--- src/hdl/gtfe_pkg.sv ---
// shared types and fixed-point constants for the gelu tanh datapath
`timescale 1ns / 1ps
`default_nettype none

package gtfe_pkg;

  // fraction bits of the internal polynomial format and of the q30 constants
  localparam int UF = 26;
  localparam int QF = 30;

  // internal widths, set by the clamp of |x| to 8 and of |u| to 8
  localparam int XQ_W   = 30;
  localparam int X2_W   = 33;
  localparam int X3_W   = 36;
  localparam int C3_W   = 31;
  localparam int S_W    = 32;
  localparam int UR_W   = 31;
  localparam int U_W    = 30;
  localparam int T_W    = 31;
  localparam int TI_W   = 5;
  localparam int TF_W   = 26;
  localparam int K_W    = 31;
  localparam int DV_W   = 55;
  localparam int Q_W    = 31;
  localparam int PART_W = 32;

  // q30 coefficients
  localparam logic [29:0] C_SQ2PI = 30'd856722024;
  localparam logic [25:0] C_CUBIC = 26'd48012366;
  localparam logic [30:0] C_LOG2E = 31'd1549082004;
  localparam logic [29:0] C_SLOPE = 30'd1065496872;
  localparam logic [29:0] C_ICEPT = 30'd1016955152;
  localparam logic [30:0] ONE_Q30 = 31'd1073741824;

  // saturation level of u, 8.0 in the internal format
  localparam logic [U_W-1:0] U_SAT = 30'd536870912;

  // control bits that travel with each transaction
  typedef struct packed {
    logic valid;
    logic last;
    logic neg;
  } gtfe_tag_t;

endpackage

`default_nettype wire

--- src/hdl/gtfe_back.sv ---
// 1 + tanh, final scaling by |x|, sign and output register
`timescale 1ns / 1ps
`default_nettype none

module gtfe_back import gtfe_pkg::*; #(
  parameter int DATA_WIDTH = 32
) (
  input  logic                         clk,
  input  logic                         rst,
  input  logic                         en,
  input  gtfe_tag_t                    tag_i,
  input  logic [DATA_WIDTH-1:0]        ax_i,
  input  logic [Q_W-1:0]               q_i,
  output logic                         out_valid,
  output logic signed [DATA_WIDTH-1:0] y_out,
  output logic                         last_out
);

  gtfe_tag_t             tag [4];
  logic [DATA_WIDTH-1:0] ax1;
  logic [Q_W-1:0]        onep;
  logic [PART_W+Q_W-1:0] lp;
  logic [PART_W+Q_W-1:0] hp;
  logic [63:0]           m;
  logic                  rem;

  logic [Q_W:0]          inv_c;
  logic [Q_W-1:0]        onep_c;
  logic [63:0]           ax64;
  logic [63:0]           m_c;
  logic [63:0]           y_c;

  // 1 + tanh: the quotient itself for negative x, 2 - quotient otherwise
  always_comb begin
    inv_c  = {1'b1, {Q_W{1'b0}}} - {1'b0, q_i};
    onep_c = tag_i.neg ? q_i : inv_c[Q_W-1:0];
  end

  // product split into 32-bit halves of |x|, then floor shift and sign
  always_comb begin
    ax64 = 64'(ax1);
    m_c  = {hp, 1'b0} + 64'(lp[PART_W+Q_W-1:Q_W]);
    y_c  = tag[2].neg ? (~m + 64'(!rem)) : m;
  end

  // valid bits
  always_ff @(posedge clk) begin
    if (rst) begin
      for (int i = 0; i < 4; i++) tag[i] <= '0;
    end else if (en) begin
      tag[0] <= tag_i;
      for (int i = 1; i < 4; i++) tag[i] <= tag[i-1];
    end
  end

  // datapath registers
  always_ff @(posedge clk) begin
    if (en) begin
      onep  <= onep_c;
      ax1   <= ax_i;
      lp    <= ax64[PART_W-1:0] * onep;
      hp    <= ax64[63:PART_W] * onep;
      m     <= m_c;
      rem   <= |lp[Q_W-1:0];
      y_out <= y_c[DATA_WIDTH-1:0];
    end
  end

  assign out_valid = tag[3].valid;
  assign last_out  = tag[3].last;

endmodule

`default_nettype wire

--- config.mk ---
export PLATFORM = sky130hd
export DESIGN_NAME = gtfe_back
export DESIGN_NICKNAME = d
export VERILOG_FILES = /design/src/hdl/gtfe_pkg.sv /design/src/hdl/gtfe_back.sv
export SDC_FILE = /design/constraint.sdc
export NUM_CORES = 2
export LEC_CHECK = 0
export ABC_AREA = 1
export BUFFER_PORTS_ARGS = -buffer_cell sky130_fd_sc_hd__clkbuf_2
export CAP_MARGIN = 5
export CORE_ASPECT_RATIO = 1.2
export CORE_MARGIN = 1
export CORE_UTILIZATION = 43
export DETAILED_ROUTE_END_ITERATION = 16
export GPL_ROUTABILITY_DRIVEN = 0
export PLACE_DENSITY = 0.65
export RECOVER_POWER = 100
export SLEW_MARGIN = 10
export SYNTH_ARGS = -nofsm -noshare
export SYNTH_HDL_FRONTEND = slang
export SYNTH_SLANG_ARGS = --single-unit
--- constraint.sdc ---
create_clock -name clk -period 7.1 [get_ports clk]
set_clock_uncertainty 0.15 [all_clocks]
set_input_delay 1.42 -clock clk [delete_from_list [all_inputs] [get_ports clk]]
set_output_delay 1.42 -clock clk [all_outputs]
set_load 0.01 [all_outputs]
# After elaboration in Yosys (flattened, before gate mapping)
# Memory sizes are Yosys's and may differ from the RTL's.
# Index checks and enable logic that the tools add are counted.
[op_classes]
shifts = 0
n_lt_le_gt_ge = 0
addsub = 2
mux = 11
mul = 1
n_div = 0
n_reduce_logical = 2
bitwise_logic = 5
n_eq_ne = 0
[ops]
columns = ["cell", "n"]
rows = [
  ["multiplier 32 x 31 -> 63 bit", 1],
  ["adder 32 x 1 -> 32 bit", 1],
  ["2-to-1 mux 32 bit", 1],
  ["NOT 32 bit", 1],
  ["2-to-1 mux 31 bit", 1],
  ["OR reduction 31 bit", 1],
  ["subtractor 1 x 31 -> 31 bit, first input constant", 1],
  ["2-to-1 mux 3 bit", 4],
  ["2-to-1 mux 1 bit", 5],
  ["OR 1 bit", 4],
  ["logical NOT 1 bit", 1],
]
[totals]
in_bits = 69
ram_bits = 12
output_inout_bits = 34
mem_bits_ro = 0
reg_bits = 191
mem_count = 1
latchBits = 0
[memory_table]
columns = ["name", "depth", "width", "read_ports", "rd_clocked_by_memory_dff", "wr", "line", "source"]
rows = [
  ["tag", 4, 3, 4, 0, 4, "gtfe_back.sv:19", "gtfe_tag_t tag [4];"],
]

# Logic depth before layout (Yosys ltp)
[depth]
ltp_word = 4
depth_mapped = 30
depth_no_buf = 29

# Worst setup path before layout
# No wires, ideal clock.
[synth_path]
path_type = "register -> register"
from = "register onep[4]"
to = "register lp[60], data pin"
setup_ps = 252
arrival_time_ps = 6041
path_stages_with_launch = 27
t_required_ps = 6698
setup_slack_ps = 656
path_cell_list = "edfxtp_1 -> clkbuf_1 -> nand2_1 -> fa_1 -> inv_1 -> fa_1 -> fa_1 -> inv_1 -> fa_1 -> inv_1 -> fa_1 -> fa_1 -> fa_1 -> inv_1 -> fa_1 -> inv_1 -> ha_1 -> nand2_2 -> inv_1 -> a21oi_1 -> nand2_1 -> nand2_1 -> nand2_1 -> a21oi_1 -> nand2_1 -> nand2_1 -> nand2_1"
[synth_via]
elab_chain_len = 1
[synth_rtl]
columns = ["element", "line", "source"]
rows = [
  ["start, declared", "gtfe_back.sv:21", "logic [Q_W-1:0] onep;"],
  ["start signal, assigned", "gtfe_back.sv:59", "onep <= onep_c;"],
  ["multiplier 32 x 31 -> 63 bit", "gtfe_back.sv:61", "lp <= ax64[PART_W-1:0] * onep;"],
  ["end signal, assigned", "gtfe_back.sv:61", ""],
  ["end, declared", "gtfe_back.sv:22", "logic [PART_W+Q_W-1:0] lp;"],
]
# No other way between the ends.
# A chain may end at the register's enable or synchronous reset.

# Worst setup path in the final report
[layout_path]
from = "register onep[18]"
to = "register lp[54], data pin"
# Same word-level chain as after synthesis.

==> summary.txt <==
Synth
  • Seq/Total Area, Yosys: 14.2%
  • Ys async rst share: 0%
  • Synth Register Bits: 202
  • Netlist Area Pre-Place: 42700 sq um
  • Post-Syn Instances: 5322
  • Number of synthesized flops with an enable pin: 202
  • Syn avg cell area: 8.03 sq um
  • Primary FF master, synth: edfxtp_1
  • Count of cell types in the netlist: 39
  • Syn_nets: 6516
  • Syn. warnings: 0

Cells and area
  • # nets final: 6594
  • Share of cells above drive strength 1: 6.79%
  • Area grow syn2layout: 9.64%
  • Final core occ: 47.6%
  • Final Instance Area: 46900 sq um
  • Fillers: 9600

Placement
  • DP HPWL: 93100 microns
  • PortBufs: 102
  • Placed Area: 45600 sq um
  • Post-place setup slack: 0.0658 ns

STA
  • Worst Slack Setup Final: 0.195 ns
  • F_max: 145 MHz
  • TNS Setup: 0 ns
  • Relative slew slack: -169%
  • Final hold violations: 0
  • Max-slew violations: 153
  • Minimum clock period after layout: 6.91 ns
  • RSZ-0062 raised after global routing: true
  • Slew @ Worst Pin: 4.04 ns
  • Period Utilization, post-route: 97.3%
  • Setup Viol. Count Final: 0

Detailed routing
  • Wirelength, routed: 113000 microns
  • DRC: 0
  • TritonRoute pass-1 iters: 5
  • Antenna viol nets, final: 0
  • DR iter-0 viols: 1931
  • Via count: 32791
  • Vias per Instance: 4.89
  • Routed len/inst: 16.9 microns

Floorplanning
  • Die W: 290 microns
  • DIE HEIGHT: 347 microns
  • Initial Util: 43.5%
  • Row cnt: 126
  • Core Footprint: 98400 sq um
  • Die area: 101000 sq um
  • IO Count: 103

Run status
  • Status: finished, violations left
  • Failing checks: capacitance limit, slew limit

Setup path
  • Top delay family on crit path: adder cells
  • Cell repeated most along the worst path: fa_1
  • Kind of critical path: flip-flop to flip-flop
  • Buf+Inv Stages, Crit Path: 8
  • Reg2Reg Depth: 26
  • CP arrival: 7.11 ns
  • Worst R2R End: lp[54]$_DFFE_PP_
  • CP peak stage delay: 0.57 ns
  • Critical Path Sink Type: flip-flop
  • Req. time, crit path: 7.30 ns
  • Slowest cell on crit path: fa_1
  • R2R Setup Slk: 0.19 ns
  • Worst-path maximum fanout: 19
  • R2r startpoint: onep[18]$_DFFE_PP_
  • Setup crit start kind: flip-flop
  • CP startpoint: onep[18]$_DFFE_PP_

Global route
  • Global-route wire length before repair: 182000 microns
  • Gr ovfl total: 0
  • Tot GR Track Use: 22.9%
  • Pin count of the biggest net entering global routing: 68
  • Vias in the first global route: 34781
  • Antenna violations before repair: 1

Hold path
  • Worst Hold Class: flip-flop to flip-flop
  • Hold wc startpoint: lp[46]$_DFFE_PP_
  • Hold Path Sink: m[15]$_DFFE_PP_
  • WHS Path Cells: 0

Clocking
  • Clk sinks: 202
  • H-tree depth: 1
  • CTS tree: done
  • Clock buffer count from CTS: 26
  • Root Buffer: clkbuf_16
  • Clock latency on the worst-skew pair: 0.63 ns
  • Clk slew on worst S/H paths: 0.07 ns
  • Max Buffers Root-to-Sink: 3
  • Hold-fix buffers, CTS: 0

Flow run
  • Max_cap viols: 3
what timing repair did:
item | 4_1_cts | 5_1_grt
resized for setup | 0 | 101
buffers inserted | 0 | 21
hold endpoints to repair | 0 | 0
setup endpoints to repair | 0 | 31
logic make-up after synthesis:
group | after synthesis | synth area share [%]
flops | 202 | 14.2
xor+xnor | 86 | 1.76
fa+ha+maj | 1125 | 48.1
simple gates | 1966 | 18.4
buf+inv | 1840 | 16.2
compound gates | 103 | 1.34
per-stage QoR:
stage	hold slack (ns)	instances
2_1_floorplan	0.250	5322
3_3_place_gp	0.259	6629
3_5_place_dp	0.258	6629
4_1_cts	0.272	6675
5_1_grt	0.279	6698
6_report	0.270	6699
area by class of cell:
type                    count  area (sq um)  area share [%]
inverters                1643          6170            13.2
clock buffers              30           666            1.42
repair buffers            247          2120            4.52
clock inverters            16           146           0.312
flip-flops and latches    202          6070            12.9
diodes                      1          2.50         0.00534
multi-input cells        3280         30100            64.2
well taps                1280          1600            3.42
layout by cell type (no fill, tap or decap), drive strengths merged:
master	count
clkinv	10
nand4	29
o21bai	13
clkinvlp	3
ha	259
xnor2	16
fa	866
inv	1645
nand2	1599
and3	1
a21oi	53
nor2	192
and2	3
or2	4
nand3b	1
nor4	9
a41oi	1
o21ai	32
diode	1
buf	136
a31oi	2
clkbuf	141
edfxtp	202
a21o	1
nand3	101
bufinv	1
o21a	1
xor2	70
nor3	27
worst register-to-register path: cells and delay by family, from the launching register on:
kind,cells,cell delay (ns)
adders and majority gates,9,4.23
buffers and inverters,8,0.82
DFF,1,0.38
and+or+nand+nor,9,1.05
routing by layer:
layer	global-route usage, %	up-vias	share of wire (%)
met1	25.9	16237	36
met4	11.7	0	5.8
met5	0	-	0
met3	2.07	350	4.9
li1	-	15147	-
met2	42.9	1057	53
Yosys cell counts, types with 8 or more instances:
cell type / number / area (sq um)
a21oi_1: 53 / 265
clkbuf_1: 193 / 724
edfxtp_1: 202 / 6070
fa_1: 866 / 17300
ha_1: 259 / 3240
inv_1: 1633 / 6130
inv_2: 10 / 37.5
nand2_1: 1587 / 5960
nand2_2: 12 / 75.1
nand3_1: 92 / 460
nand3_2: 9 / 90.1
nand4_1: 27 / 169
nor2_1: 168 / 631
nor2_2: 22 / 138
nor3_1: 18 / 90.1
nor3_2: 8 / 80.1
nor4_1: 9 / 56.3
o21ai_0: 28 / 140
o21bai_1: 12 / 90.1
xnor2_1: 16 / 140
xor2_1: 70 / 613
worst max path at each step:
stage | to | slack, ns | depth (start not counted)
floorplan | lp[60]$_DFFE_PP_ | 0.66 | 26
global placement | lp[40]$_DFFE_PP_ | 0.09 | 24
detailed placement | lp[62]$_DFFE_PP_ | 0.07 | 27
CTS | lp[40]$_DFFE_PP_ | 0.03 | 24
global route | lp[56]$_DFFE_PP_ | -0.03 | 28
finish | lp[54]$_DFFE_PP_ | 0.19 | 26
state kept, by name (all words and copies together), names as in the netlist:
signal	count
tag	11
ax1	32
onep	31
lp	63
y_out	32
m	32
rem	1
Power is not shown: default switching activity piles up to over one toggle a cycle in this logic, so the estimate is an artifact.
